--- src/hdl/assert_macros.svh ---
// Assertion helpers for the RTL, included by the decoder unit top level
`ifndef ASSERT_MACROS_SVH
`define ASSERT_MACROS_SVH

// Property checked on every rising clock edge, suspended while reset is high
`define ASSERT_CLK(label, clk, rst, prop, msg) \
   label: assert property (@(posedge clk) disable iff (rst) (prop)) else $error(msg);

// Property checked on every rising clock edge, including during reset
`define ASSERT_ALWAYS(label, clk, prop, msg) \
   label: assert property (@(posedge clk) (prop)) else $error(msg);

`endif

--- src/hdl/tpwbd_pkg.sv ---
package tpwbd_pkg;

   // Field widths
   localparam int WIDTH_W     = 8;
   localparam int COUNT_W     = 4;
   localparam int BUF_W       = 16;
   localparam int POS_W       = 4;
   localparam int CSR_INDEX_W = 2;
   localparam int BYTE_BITS   = 8;

   // Leftover bit keeps only the upper byte of the buffer
   localparam logic [BUF_W-1:0] KEEP_MASK = 16'hFF00;

   // Saturation limit of the pulse counter
   localparam logic [COUNT_W-1:0] COUNT_MAX = 4'd15;

   typedef enum logic [1:0] {
      CLS_NONE,
      CLS_SHORT,
      CLS_MEDIUM,
      CLS_LONG
   } pulse_class_type;

   typedef enum logic {
      CMD_DECODE  = 1'b0,
      CMD_RESTART = 1'b1
   } command_type;

   typedef enum logic [CSR_INDEX_W-1:0] {
      REG_SHORT_CENTER  = 2'd0,
      REG_MEDIUM_CENTER = 2'd1,
      REG_LONG_CENTER   = 2'd2,
      REG_TOLERANCE     = 2'd3
   } csr_index_type;

   typedef struct packed {
      logic [WIDTH_W-1:0] short_center;
      logic [WIDTH_W-1:0] medium_center;
      logic [WIDTH_W-1:0] long_center;
      logic [WIDTH_W-1:0] tolerance;
   } window_cfg_type;

   typedef struct packed {
      logic               command;
      logic [WIDTH_W-1:0] pulse_width;
   } req_word_type;

   typedef struct packed {
      logic [BYTE_BITS-1:0] data_byte;
      logic [COUNT_W-1:0]   pulse_count;
      logic                 read_error;
   } rsp_word_type;

endpackage

--- src/hdl/tpwbd_if.sv ---
// Input channel: one pulse width or a restart command per word
interface tpwbd_req_if;
   logic                        valid;
   logic                        ready;
   logic                        command;
   logic [tpwbd_pkg::WIDTH_W-1:0] pulse_width;

   modport source (output valid, output command, output pulse_width, input ready);
   modport sink   (input valid, input command, input pulse_width, output ready);
endinterface

// Result channel: one decoded byte or one error per word
interface tpwbd_rsp_if;
   logic                          valid;
   logic                          ready;
   logic [tpwbd_pkg::BYTE_BITS-1:0] data_byte;
   logic [tpwbd_pkg::COUNT_W-1:0]   pulse_count;
   logic                          read_error;

   modport source (output valid, output data_byte, output pulse_count, output read_error,
                   input ready);
   modport sink   (input valid, input data_byte, input pulse_count, input read_error,
                   output ready);
endinterface

// Register write channel
interface tpwbd_csr_if;
   logic                            valid;
   logic                            ready;
   logic [tpwbd_pkg::CSR_INDEX_W-1:0] index;
   logic [tpwbd_pkg::WIDTH_W-1:0]     data;

   modport source (output valid, output index, output data, input ready);
   modport sink   (input valid, input index, input data, output ready);
endinterface

--- src/hdl/tpwbd_classify.sv ---
// Window compare: class of one pulse width, long over medium over short
module tpwbd_classify (
   input  logic [tpwbd_pkg::WIDTH_W-1:0] pulse_width,
   input  tpwbd_pkg::window_cfg_type     cfg,
   output tpwbd_pkg::pulse_class_type    pulse_class
);

   logic hit_short;
   logic hit_medium;
   logic hit_long;

   // Open window center +/- tolerance, compared at 9 bits so nothing wraps
   function automatic logic in_window(input logic [tpwbd_pkg::WIDTH_W-1:0] p,
                                      input logic [tpwbd_pkg::WIDTH_W-1:0] c,
                                      input logic [tpwbd_pkg::WIDTH_W-1:0] t);
      logic [tpwbd_pkg::WIDTH_W:0] p_plus_t;
      logic [tpwbd_pkg::WIDTH_W:0] c_plus_t;
      p_plus_t  = {1'b0, p} + {1'b0, t};
      c_plus_t  = {1'b0, c} + {1'b0, t};
      in_window = (p_plus_t > {1'b0, c}) && ({1'b0, p} < c_plus_t);
   endfunction

   assign hit_short  = in_window(pulse_width, cfg.short_center,  cfg.tolerance);
   assign hit_medium = in_window(pulse_width, cfg.medium_center, cfg.tolerance);
   assign hit_long   = in_window(pulse_width, cfg.long_center,   cfg.tolerance);

   // Priority select
   always_comb begin
      if (hit_long) begin
         pulse_class = tpwbd_pkg::CLS_LONG;
      end else if (hit_medium) begin
         pulse_class = tpwbd_pkg::CLS_MEDIUM;
      end else if (hit_short) begin
         pulse_class = tpwbd_pkg::CLS_SHORT;
      end else begin
         pulse_class = tpwbd_pkg::CLS_NONE;
      end
   end

endmodule

--- src/hdl/tpwbd_core.sv ---
// Reader state, bit packer and result register
module tpwbd_core (
   input  logic                       clock,
   input  logic                       reset,
   input  logic                       fire,
   input  logic                       command,
   input  tpwbd_pkg::pulse_class_type pulse_class,
   input  logic                       rsp_ready,
   output logic                       rsp_valid,
   output tpwbd_pkg::rsp_word_type    rsp_word
);

   logic                            phase_two_ff, phase_two_in;
   logic [tpwbd_pkg::POS_W-1:0]     bit_position_ff, bit_position_in;
   logic [tpwbd_pkg::BUF_W-1:0]     bit_buffer_ff, bit_buffer_in;
   logic [tpwbd_pkg::COUNT_W-1:0]   pulses_used_ff, pulses_used_in;
   logic                            rsp_valid_ff, rsp_valid_in;
   tpwbd_pkg::rsp_word_type         rsp_word_ff, rsp_word_in;

   logic                            emit;
   logic                            two_bits;
   logic [1:0]                      code;
   logic [tpwbd_pkg::BUF_W-1:0]     aligned;
   logic [tpwbd_pkg::BUF_W-1:0]     merged;
   logic [tpwbd_pkg::POS_W-1:0]     pos_sum;
   logic [tpwbd_pkg::COUNT_W-1:0]   pulses_inc;

   // Phase machine table: class and phase to bit count and code
   always_comb begin
      two_bits = 1'b0;
      code     = 2'b00;
      case (pulse_class)
         tpwbd_pkg::CLS_SHORT: begin
            two_bits = 1'b0;
            code     = phase_two_ff ? 2'b00 : 2'b01;
         end
         tpwbd_pkg::CLS_MEDIUM: begin
            two_bits = !phase_two_ff;
            code     = phase_two_ff ? 2'b01 : 2'b00;
         end
         tpwbd_pkg::CLS_LONG: begin
            two_bits = 1'b1;
            code     = phase_two_ff ? 2'b00 : 2'b01;
         end
         default: begin
            two_bits = 1'b0;
            code     = 2'b00;
         end
      endcase
   end

   // Align the new bits to the top of the buffer, then shift to the fill point
   assign aligned    = two_bits ? {code, {(tpwbd_pkg::BUF_W-2){1'b0}}}
                                : {code[0], {(tpwbd_pkg::BUF_W-1){1'b0}}};
   assign merged     = bit_buffer_ff | (aligned >> bit_position_ff);
   assign pos_sum    = bit_position_ff + (two_bits ? 4'd2 : 4'd1);
   assign pulses_inc = (pulses_used_ff < tpwbd_pkg::COUNT_MAX) ? pulses_used_ff + 4'd1
                                                               : pulses_used_ff;

   // Next state and result word
   always_comb begin
      phase_two_in    = phase_two_ff;
      bit_position_in = bit_position_ff;
      bit_buffer_in   = bit_buffer_ff;
      pulses_used_in  = pulses_used_ff;
      emit            = 1'b0;
      rsp_word_in     = rsp_word_ff;

      if (fire) begin
         if (command == tpwbd_pkg::CMD_RESTART) begin
            phase_two_in    = 1'b0;
            bit_position_in = '0;
            bit_buffer_in   = '0;
            pulses_used_in  = '0;
         end else if (pulse_class == tpwbd_pkg::CLS_NONE) begin
            emit                    = 1'b1;
            rsp_word_in.data_byte   = '0;
            rsp_word_in.pulse_count = pulses_used_ff;
            rsp_word_in.read_error  = 1'b1;
            pulses_used_in          = '0;
         end else begin
            if (pulse_class == tpwbd_pkg::CLS_MEDIUM) begin
               phase_two_in = !phase_two_ff;
            end
            if (pos_sum >= 4'(tpwbd_pkg::BYTE_BITS)) begin
               emit                    = 1'b1;
               rsp_word_in.data_byte   = merged[tpwbd_pkg::BUF_W-1 -: tpwbd_pkg::BYTE_BITS];
               rsp_word_in.pulse_count = pulses_inc;
               rsp_word_in.read_error  = 1'b0;
               bit_buffer_in   = (merged << tpwbd_pkg::BYTE_BITS) & tpwbd_pkg::KEEP_MASK;
               bit_position_in = pos_sum - 4'(tpwbd_pkg::BYTE_BITS);
               pulses_used_in  = '0;
            end else begin
               bit_buffer_in   = merged;
               bit_position_in = pos_sum;
               pulses_used_in  = pulses_inc;
            end
         end
      end
   end

   // Result register valid
   always_comb begin
      if (emit) begin
         rsp_valid_in = 1'b1;
      end else if (rsp_ready) begin
         rsp_valid_in = 1'b0;
      end else begin
         rsp_valid_in = rsp_valid_ff;
      end
   end

   always_ff @(posedge clock) begin
      if (reset) begin
         phase_two_ff    <= 1'b0;
         bit_position_ff <= '0;
         bit_buffer_ff   <= '0;
         pulses_used_ff  <= '0;
         rsp_valid_ff    <= 1'b0;
      end else begin
         phase_two_ff    <= phase_two_in;
         bit_position_ff <= bit_position_in;
         bit_buffer_ff   <= bit_buffer_in;
         pulses_used_ff  <= pulses_used_in;
         rsp_valid_ff    <= rsp_valid_in;
      end
   end

   // Result payload
   always_ff @(posedge clock) begin
      rsp_word_ff <= rsp_word_in;
   end

   assign rsp_valid = rsp_valid_ff;
   assign rsp_word  = rsp_word_ff;

endmodule

--- src/hdl/tape_pulse_width_byte_decoder_unit.sv ---
// An accepted input word passes the input register and then the result register before its result is valid.
// Throughput: one input word per cycle unless the result register stalls; the reader state
// updates in one pass through the window compare and bit packer between input and result registers.
// A stalled result register holds the input register; both then take one word each.
// Reset (synchronous, active high) clears valid flags, windows, phase, bit buffer and counts, not word payloads.
`include "assert_macros.svh"

module tape_pulse_width_byte_decoder_unit (
   input logic             clock,
   input logic             reset,
   tpwbd_req_if.sink       req_bus,
   tpwbd_rsp_if.source     rsp_bus,
   tpwbd_csr_if.sink       csr_bus
);

   tpwbd_pkg::window_cfg_type  cfg_ff, cfg_in;
   logic                       stage_valid_ff, stage_valid_in;
   tpwbd_pkg::req_word_type    stage_word_ff, stage_word_in;
   tpwbd_pkg::pulse_class_type pulse_class;
   tpwbd_pkg::rsp_word_type    rsp_word;
   logic                       rsp_valid;
   logic                       advance;
   logic                       fire;
   logic                       req_take;

   // Configuration registers
   assign csr_bus.ready = 1'b1;

   always_comb begin
      cfg_in = cfg_ff;
      if (csr_bus.valid) begin
         case (tpwbd_pkg::csr_index_type'(csr_bus.index))
            tpwbd_pkg::REG_SHORT_CENTER:  cfg_in.short_center  = csr_bus.data;
            tpwbd_pkg::REG_MEDIUM_CENTER: cfg_in.medium_center = csr_bus.data;
            tpwbd_pkg::REG_LONG_CENTER:   cfg_in.long_center   = csr_bus.data;
            tpwbd_pkg::REG_TOLERANCE:     cfg_in.tolerance     = csr_bus.data;
            default:                      cfg_in = cfg_ff;
         endcase
      end
   end

   always_ff @(posedge clock) begin
      if (reset) begin
         cfg_ff <= '0;
      end else begin
         cfg_ff <= cfg_in;
      end
   end

   // Input register: moves on whenever the result register can take a word
   assign advance       = !rsp_valid || rsp_bus.ready;
   assign fire          = stage_valid_ff && advance;
   assign req_bus.ready = !stage_valid_ff || advance;
   assign req_take      = req_bus.valid && req_bus.ready;

   always_comb begin
      stage_word_in = stage_word_ff;
      if (req_take) begin
         stage_valid_in            = 1'b1;
         stage_word_in.command     = req_bus.command;
         stage_word_in.pulse_width = req_bus.pulse_width;
      end else if (advance) begin
         stage_valid_in = 1'b0;
      end else begin
         stage_valid_in = stage_valid_ff;
      end
   end

   always_ff @(posedge clock) begin
      if (reset) begin
         stage_valid_ff <= 1'b0;
      end else begin
         stage_valid_ff <= stage_valid_in;
      end
   end

   always_ff @(posedge clock) begin
      stage_word_ff <= stage_word_in;
   end

   tpwbd_classify u_classify (
      .pulse_width (stage_word_ff.pulse_width),
      .cfg         (cfg_ff),
      .pulse_class (pulse_class)
   );

   tpwbd_core u_core (
      .clock       (clock),
      .reset       (reset),
      .fire        (fire),
      .command     (stage_word_ff.command),
      .pulse_class (pulse_class),
      .rsp_ready   (rsp_bus.ready),
      .rsp_valid   (rsp_valid),
      .rsp_word    (rsp_word)
   );

   // Result channel
   assign rsp_bus.valid       = rsp_valid;
   assign rsp_bus.data_byte   = rsp_word.data_byte;
   assign rsp_bus.pulse_count = rsp_word.pulse_count;
   assign rsp_bus.read_error  = rsp_word.read_error;

   // Checks
   `ASSERT_CLK(a_error_zero_byte, clock, reset, (rsp_bus.valid && rsp_bus.read_error) |-> (rsp_bus.data_byte == '0), "error word carries a nonzero byte")
   `ASSERT_CLK(a_count_bound, clock, reset, rsp_bus.valid |-> (rsp_bus.pulse_count <= 4'(tpwbd_pkg::BYTE_BITS)), "pulse count above one byte")
   `ASSERT_CLK(a_restart_silent, clock, reset, (fire && (stage_word_ff.command == tpwbd_pkg::CMD_RESTART)) |=> !rsp_bus.valid, "restart produced a result word")
   `ASSERT_CLK(a_stage_held, clock, reset, (stage_valid_ff && !advance) |=> (stage_valid_ff && $stable(stage_word_ff)), "stalled input word lost")

endmodule

--- src/flat_wrapper.sv ---
// flat-port wrapper written by rule: the top's interface ports become plain ports
module tape_pulse_width_byte_decoder_unit_flat 
  (clock, reset, req_bus_valid, req_bus_command, req_bus_pulse_width, req_bus_ready, rsp_bus_valid, rsp_bus_data_byte, rsp_bus_pulse_count, rsp_bus_read_error, rsp_bus_ready, csr_bus_valid, csr_bus_index, csr_bus_data, csr_bus_ready);
  tpwbd_req_if req_bus_i ();
  tpwbd_rsp_if rsp_bus_i ();
  tpwbd_csr_if csr_bus_i ();
  input logic clock;
  input logic reset;
  input wire logic [$bits(req_bus_i.valid)-1:0] req_bus_valid;
  input wire logic [$bits(req_bus_i.command)-1:0] req_bus_command;
  input wire logic [$bits(req_bus_i.pulse_width)-1:0] req_bus_pulse_width;
  output wire logic [$bits(req_bus_i.ready)-1:0] req_bus_ready;
  output wire logic [$bits(rsp_bus_i.valid)-1:0] rsp_bus_valid;
  output wire logic [$bits(rsp_bus_i.data_byte)-1:0] rsp_bus_data_byte;
  output wire logic [$bits(rsp_bus_i.pulse_count)-1:0] rsp_bus_pulse_count;
  output wire logic [$bits(rsp_bus_i.read_error)-1:0] rsp_bus_read_error;
  input wire logic [$bits(rsp_bus_i.ready)-1:0] rsp_bus_ready;
  input wire logic [$bits(csr_bus_i.valid)-1:0] csr_bus_valid;
  input wire logic [$bits(csr_bus_i.index)-1:0] csr_bus_index;
  input wire logic [$bits(csr_bus_i.data)-1:0] csr_bus_data;
  output wire logic [$bits(csr_bus_i.ready)-1:0] csr_bus_ready;
  assign req_bus_i.valid = req_bus_valid;
  assign req_bus_i.command = req_bus_command;
  assign req_bus_i.pulse_width = req_bus_pulse_width;
  assign req_bus_ready = req_bus_i.ready;
  assign rsp_bus_valid = rsp_bus_i.valid;
  assign rsp_bus_data_byte = rsp_bus_i.data_byte;
  assign rsp_bus_pulse_count = rsp_bus_i.pulse_count;
  assign rsp_bus_read_error = rsp_bus_i.read_error;
  assign rsp_bus_i.ready = rsp_bus_ready;
  assign csr_bus_i.valid = csr_bus_valid;
  assign csr_bus_i.index = csr_bus_index;
  assign csr_bus_i.data = csr_bus_data;
  assign csr_bus_ready = csr_bus_i.ready;
  tape_pulse_width_byte_decoder_unit u_core (.clock(clock), .reset(reset), .req_bus(req_bus_i), .rsp_bus(rsp_bus_i), .csr_bus(csr_bus_i));
endmodule
--- config.mk ---
export PLATFORM = sky130hd
export DESIGN_NAME = tape_pulse_width_byte_decoder_unit_flat
export DESIGN_NICKNAME = d
export VERILOG_FILES = /design/src/hdl/tpwbd_pkg.sv /design/src/hdl/tpwbd_if.sv /design/src/hdl/tpwbd_classify.sv /design/src/hdl/tpwbd_core.sv /design/src/hdl/tape_pulse_width_byte_decoder_unit.sv /design/src/flat_wrapper.sv
export VERILOG_INCLUDE_DIRS = /design/src /design/src/hdl
export SDC_FILE = /design/constraint.sdc
export NUM_CORES = 1
export LEC_CHECK = 0
export BUFFER_PORTS_ARGS = -buffer_cell sky130_fd_sc_hd__buf_4
export CORE_MARGIN = 5
export CORE_UTILIZATION = 40
export DETAILED_ROUTE_END_ITERATION = 6
export PLACE_DENSITY_LB_ADDON = 0.3
export SKIP_LAST_GASP = 1
export SYNTH_ARGS = -nofsm -noshare
export SYNTH_HDL_FRONTEND = slang
export SYNTH_SLANG_ARGS = --single-unit
export TNS_END_PERCENT = 30
--- constraint.sdc ---
create_clock -name clock -period 13.9 [get_ports clock]
set_input_delay 4.17 -clock clock [delete_from_list [all_inputs] [get_ports clock]]
set_output_delay 4.17 -clock clock [all_outputs]
set_load 0.02 [all_outputs]
# After elaboration in Yosys (flattened, before gate mapping)
# Index checks and enable logic that the tools add are counted.
[word_totals]
reg_bits = 81
input_bits = 24
out_inout_bits = 16
word_cells = 96
[classes]
add_sub_neg = 7
order_cmp = 8
n_eq_ne = 7
n_shift = 1
mux = 32
n_bitwise = 2
n_reduce_logical = 24
[ops]
columns = ["cell", "n"]
rows = [
  ["16-bit two-way mux", 4],
  ["8-bit by 8-bit adder with 9-bit output", 4],
  ["4-bit two-way mux", 7],
  ["9-bit by 8-bit > comparator with 1-bit output", 3],
  ["8-bit by 9-bit less-than comparator with 1-bit output", 3],
  ["16-bit bitwise OR", 1],
  ["16-bit by 4-bit right shift with 16-bit output", 1],
  ["1-bit two-way mux", 14],
  ["13-bit two-way mux", 1],
  ["2-bit AND reduction", 5],
  ["2-bit == test (second input constant)", 4],
  ["2-bit nonzero test", 4],
  ["2-bit two-way mux", 3],
  ["3-bit AND reduction", 2],
  ["1-bit logical AND", 5],
  ["5-bit two-way mux", 1],
  ["4-bit by 1-bit adder with 4-bit output (second input constant)", 1],
  ["4-bit by 2-bit adder with 4-bit output", 1],
  ["2-bit by 1-bit == test with 1-bit output (second input constant)", 2],
  ["4-bit >= comparator (second input constant)", 1],
  ["2-bit zero test", 2],
  ["4-bit less-than comparator (second input constant)", 1],
  ["2-bit case mux with 2 select lines", 1],
  ["4-bit subtractor (second input constant)", 1],
  ["6 further kinds", 9],
]

# Logic depth before layout (Yosys ltp)
[depth]
ltp_word = 16
mapped_depth = 26
mapped_depth_nobuf = 25

# Cells and area by module
# Synthesis repeated with hierarchy kept, for this count alone.
[hier_totals]
cells_unflattened = 624
area_unflattened_um2 = 5735.5
[by_module_without_submodules]
columns = ["mod", "instances", "cells_per_inst", "area_per_inst_um2", "seq_area_each_um2"]
rows = [
  ["tpwbd_classify", 1, 278, 2210.9, 0.0],
  ["tpwbd_core", 1, 212, 1904.3, 910.9],
  ["tape_pulse_width_byte_decoder_unit", 1, 134, 1620.3, 930.9],
]

# Worst setup path before layout
# OpenSTA, ideal clock, no wires.
[synth_timing]
path_type = "input -> output"
start = "input rsp_bus_ready"
end = "output req_bus_ready"
t_arrival_ns = 4.447
required_time_ns = 9.730
path_slack_ns = 5.283
stages = 1
n_path_buf = 0
cell_sequence = "nand3b_1"
[synth_between]
elab_chain_cells = 2
[synth_rtl]
columns = ["item", "line_no", "source"]
rows = [
  ["from (decl)", "flat_wrapper.sv:17", "input wire logic [$bits(rsp_bus_i.ready)-1:0] rsp_bus_ready;"],
  ["1-bit logical OR", "tape_pulse_width_byte_decoder_unit.sv:51", "assign advance = !rsp_valid || rsp_bus.ready;"],
  ["1-bit logical OR", "tape_pulse_width_byte_decoder_unit.sv:53", "assign req_bus.ready = !stage_valid_ff || advance;"],
  ["to (decl)", "flat_wrapper.sv:12", "output wire logic [$bits(req_bus_i.ready)-1:0] req_bus_ready;"],
]
# No other way between the ends.

# Worst setup path after layout
# Same ends and word-level chain as after synthesis.

==> impl_results.md <==
- Crit path capture: req_bus_ready
- Pwr Density: 98.0 nW/um^2
- Setup crit end kind: output port
- DR vias/cell: 5.62
- Critical path's most frequent cell: buf_4
- Global-route track usage on met2: 0.283
- Final Cycle Share: 0.637
- Worst-margin pin slew: 1.13 ns
- Hold crit path type: reg2reg
- Mapped Area: 5650 sq um
- Root Driver: clkbuf_16
- Grt total ovfl: 0
- Syn. warnings: 0
- Levels on crit path: 3
- Wire length per cell: 16.9 um
- Sink Count: between 80 and 90
- Crit path cell chain: buf_4 > nand3b_1 > buf_4
- Fin. Hold Viols: 0
- Drt first pass iters: 5
- Critical path origin: rsp_bus_ready
- H-tree depth: 3
- FMAX: 113 MHz
- Crit path launch type: input pin
- Met1 Use GR: 0.232
- WP data required: just under 10 ns
- Worst path slowest cell: nand3b_1
- Net count, final: 767
- Clk slew on worst S/H paths: 0.06 ns
- Post-CTS setup buffers: 0
- Vias: roughly 4700
- Fraction of registers with async set/reset: 0
- RD Place Congestion: 0.884
- DP Area: 6090 sq um
- CP max FO: 3
- Post-synthesis instance total: around 630
- Antenna violations before repair: 0
- Largest net degree at the start of global routing: 47
- Distinct cells, synth: 64
- Syn nets: 734
- Reg-to-Reg Start: u_core.cfg_ff[1]
- Max cap viols: 0
- Number of global-route vias before repair: 4745
- # setup viols final: 0
- Ports: 40
- Post-synth EDFFs: 22
- CTS tree: yes
- Tmin final: 8.85 ns
- Share of cells above drive strength 1: 0.103
- Drt initial violations: 347
- Die width: 129 um
- Total track usage: 0.177
- Chip height: 129 um
- CTS Hold Bufs: 0
- Die area: 16600 sq um
- First-pass GRT wire length: 23500 um
- Sequential share of the synthesized area: 0.326
- Setup Crit Path Kind: in2out
- Post-CTS sizing: 0
- Outcome: finished, final reports clean
- GRT busiest layer: met2
- Hold Crit Depth: 1
- Final setup TNS: 0 ns
- Final instance area: 6370 sq um
- I/O Buffers: 38
- Reg-to-reg endpoint: u_core.u_core.rsp_word[1]
- Maximum vdd drop: about 0.056 mV
- Crit path buf inv count: 2
- Drt drc: 0
- Relative slew margins: 0.243
- GRT met3 Usage: 0.0295
- Maximum clock insertion buffer count: 2
- Initial Utilization: 0.407
- Num rows: 43
- TritonCTS buffer count: 9
- Arrival time at the worst endpoint: 4.68 ns
- LEAKAGE: 2.68 nW
- Final Skew: 0.00883 ns
- RSZ-0062 raised after global routing: false
- Core ar.: between 10000 and 15000 sq um
- Flop-to-flop setup slack: roughly 7.7 ns
- Worst reg-to-reg path cell count: 23
- CP peak stage delay: 0.20 ns
- Antenna-violating nets left: 0
- Synth Register Bits: 81
- Worst skew pair latency: 0.35 ns
- Mapped Avg Cell Area: roughly 9 sq um
- Diode count: 0
- Final wirelength: 14200 um
- Ys flop type: dfxtp_1
- Max-slew violation count: 0
- Area grow syn2layout: 12.6%
- Post-DP HPWL: 11100 um
- Critical path's top delay family: buffers and inverters
==> worst reg2reg max path, stage by stage (launching register included) <==
cell	delay (ns)
dfxtp_1	0.63
ha_1	0.33
a21o_1	0.17
a21oi_1	0.24
o21bai_1	0.10
a21oi_1	0.31
o21bai_1	0.11
a21oi_1	0.17
xor2_1	0.18
ha_1	0.26
a211oi_1	0.24
o21ai_0	0.11
a41o_1	0.26
o211a_1	0.18
nor2_1	0.34
a21oi_1	0.12
inv_1	0.12
ha_1	0.25
a21o_1	0.21
nand2_1	0.13
nand2_1	0.10
nand2_1	0.29
nor2_1	0.10
nor2_1	0.90
==> sequential cells by signal, summed over array words and instances (netlist names) <==
| register | count |
|---|---|
| u_core.u_core.bit_position_ff | 4 |
| u_core.u_core.rsp_word | 13 |
| u_core.u_core.pulses_used_ff | 4 |
| u_core.stage_valid_ff | 1 |
| u_core.u_core.phase_two_ff | 1 |
| u_core.u_core.rsp_valid | 1 |
| u_core.cfg_ff | 32 |
| u_core.u_core.bit_buffer_ff | 16 |
| u_core.stage_word_ff | 9 |
==> routing by layer <==
| layer | part of all wire | wire [um] | vias up |
|---|---|---|---|
| li1 | - | - | 2352 |
| met1 | 0.46 | 6570 | 2208 |
| met2 | 0.45 | 6470 | 134 |
| met3 | 0.045 | 634 | 41 |
| met4 | 0.039 | 552 | 0 |
| met5 | 0 | 0 | - |
==> worst min-delay path by stage <==
stage,from,to
6_report,u_core.u_core.bit_buffer_ff[4],u_core.u_core.bit_buffer_ff[4]
2_1_floorplan,u_core.u_core.bit_buffer_ff[4],u_core.u_core.bit_buffer_ff[4]
5_1_grt,u_core.u_core.bit_buffer_ff[4],u_core.u_core.bit_buffer_ff[4]
3_3_place_gp,u_core.u_core.bit_buffer_ff[4],u_core.u_core.bit_buffer_ff[4]
4_1_cts,u_core.u_core.bit_buffer_ff[4],u_core.u_core.bit_buffer_ff[4]
3_5_place_dp,u_core.u_core.bit_buffer_ff[4],u_core.u_core.bit_buffer_ff[4]
==> final cells by class <==
type	instances	area [sq um]
inverters	49	184
multi-input cells	478	3540
clock buffers	9	225
repair buffers	39	293
clock inverters	7	53.8
flip-flops and latches	81	1840
fillers	1324	7510
well taps	180	225
==> cell families (layout without fill, tap and decap cells) <==
kind of cell | count (synthesis) | count (layout) | synth area share
buf+inv | 66 | 104 | 0.0471
flops | 81 | 81 | 0.326
fa+ha+maj | 85 | 85 | 0.195
mux | 27 | 27 | 0.0483
xor+xnor | 21 | 21 | 0.0325
compound gates | 176 | 176 | 0.209
other cells | 1 | 1 | 0.000663
simple gates | 168 | 168 | 0.141
==> cells in the final DEF (no fill, tap or decap), types with 5 or more instances in the layout <==
| cell | netlist | routed |
|---|---|---|
| a211oi_1 | 9 | 9 |
| a21o_1 | 8 | 8 |
| a21oi_1 | 56 | 56 |
| a22o_1 | 7 | 7 |
| a22oi_1 | 7 | 7 |
| a32oi_1 | 5 | 5 |
| and2_1 | 5 | 5 |
| buf_4 | 2 | 39 |
| clkbuf_16 | 0 | 9 |
| dfxtp_1 | 59 | 59 |
| edfxtp_1 | 22 | 22 |
| fa_1 | 5 | 5 |
| ha_1 | 80 | 80 |
| inv_1 | 49 | 49 |
| mux2i_1 | 25 | 25 |
| nand2_1 | 21 | 21 |
| nand2b_1 | 10 | 10 |
| nand3_1 | 11 | 11 |
| nand3b_1 | 5 | 5 |
| nand4_1 | 10 | 10 |
| nor2_1 | 78 | 78 |
| nor2b_1 | 5 | 5 |
| nor3_1 | 8 | 8 |
| o211ai_1 | 5 | 5 |
| o21ai_0 | 33 | 33 |
| o21bai_1 | 9 | 9 |
| xnor2_1 | 14 | 14 |
| xor2_1 | 7 | 7 |
==> cells in the mapped netlist, types with 7 or more instances <==
library cell  number  share of area
ha_1              80           0.18
nor2_1            78          0.052
dfxtp_1           59           0.21
a21oi_1           56          0.050
inv_1             49          0.033
o21ai_0           33          0.029
mux2i_1           25          0.044
edfxtp_1          22           0.12
nand2_1           21          0.014
xnor2_1           14          0.022
nand3_1           11         0.0097
clkbuf_1          10         0.0066
nand2b_1          10          0.011
nand4_1           10          0.011
a211oi_1           9          0.012
o21bai_1           9          0.012
a21o_1             8          0.011
nor3_1             8         0.0071
a22o_1             7          0.011
a22oi_1            7         0.0093
xor2_1             7          0.011
==> where the power goes <==
part / switching [W] / internal [W]
Sequential: 0.00000904 / 0.000251
Combinational: 0.0000807 / 0.0000536
Clock: 0.000106 / 0.000123
==> per-stage QoR <==
step	worst slack [ns]	instances	hold WS, ns	util	total power (W)
2_1_floorplan	5.28	625	0.420	-	0.000362
3_3_place_gp	5.07	827	0.434	0.439	0.000393
3_5_place_dp	5.04	827	0.435	0.439	0.000398
4_1_cts	5.04	843	0.455	0.459	0.000629
5_1_grt	5.01	843	0.465	0.459	0.000658
6_report	5.05	843	0.451	0.459	0.000624
No activity file was read; power rests on OpenSTA's default activity.
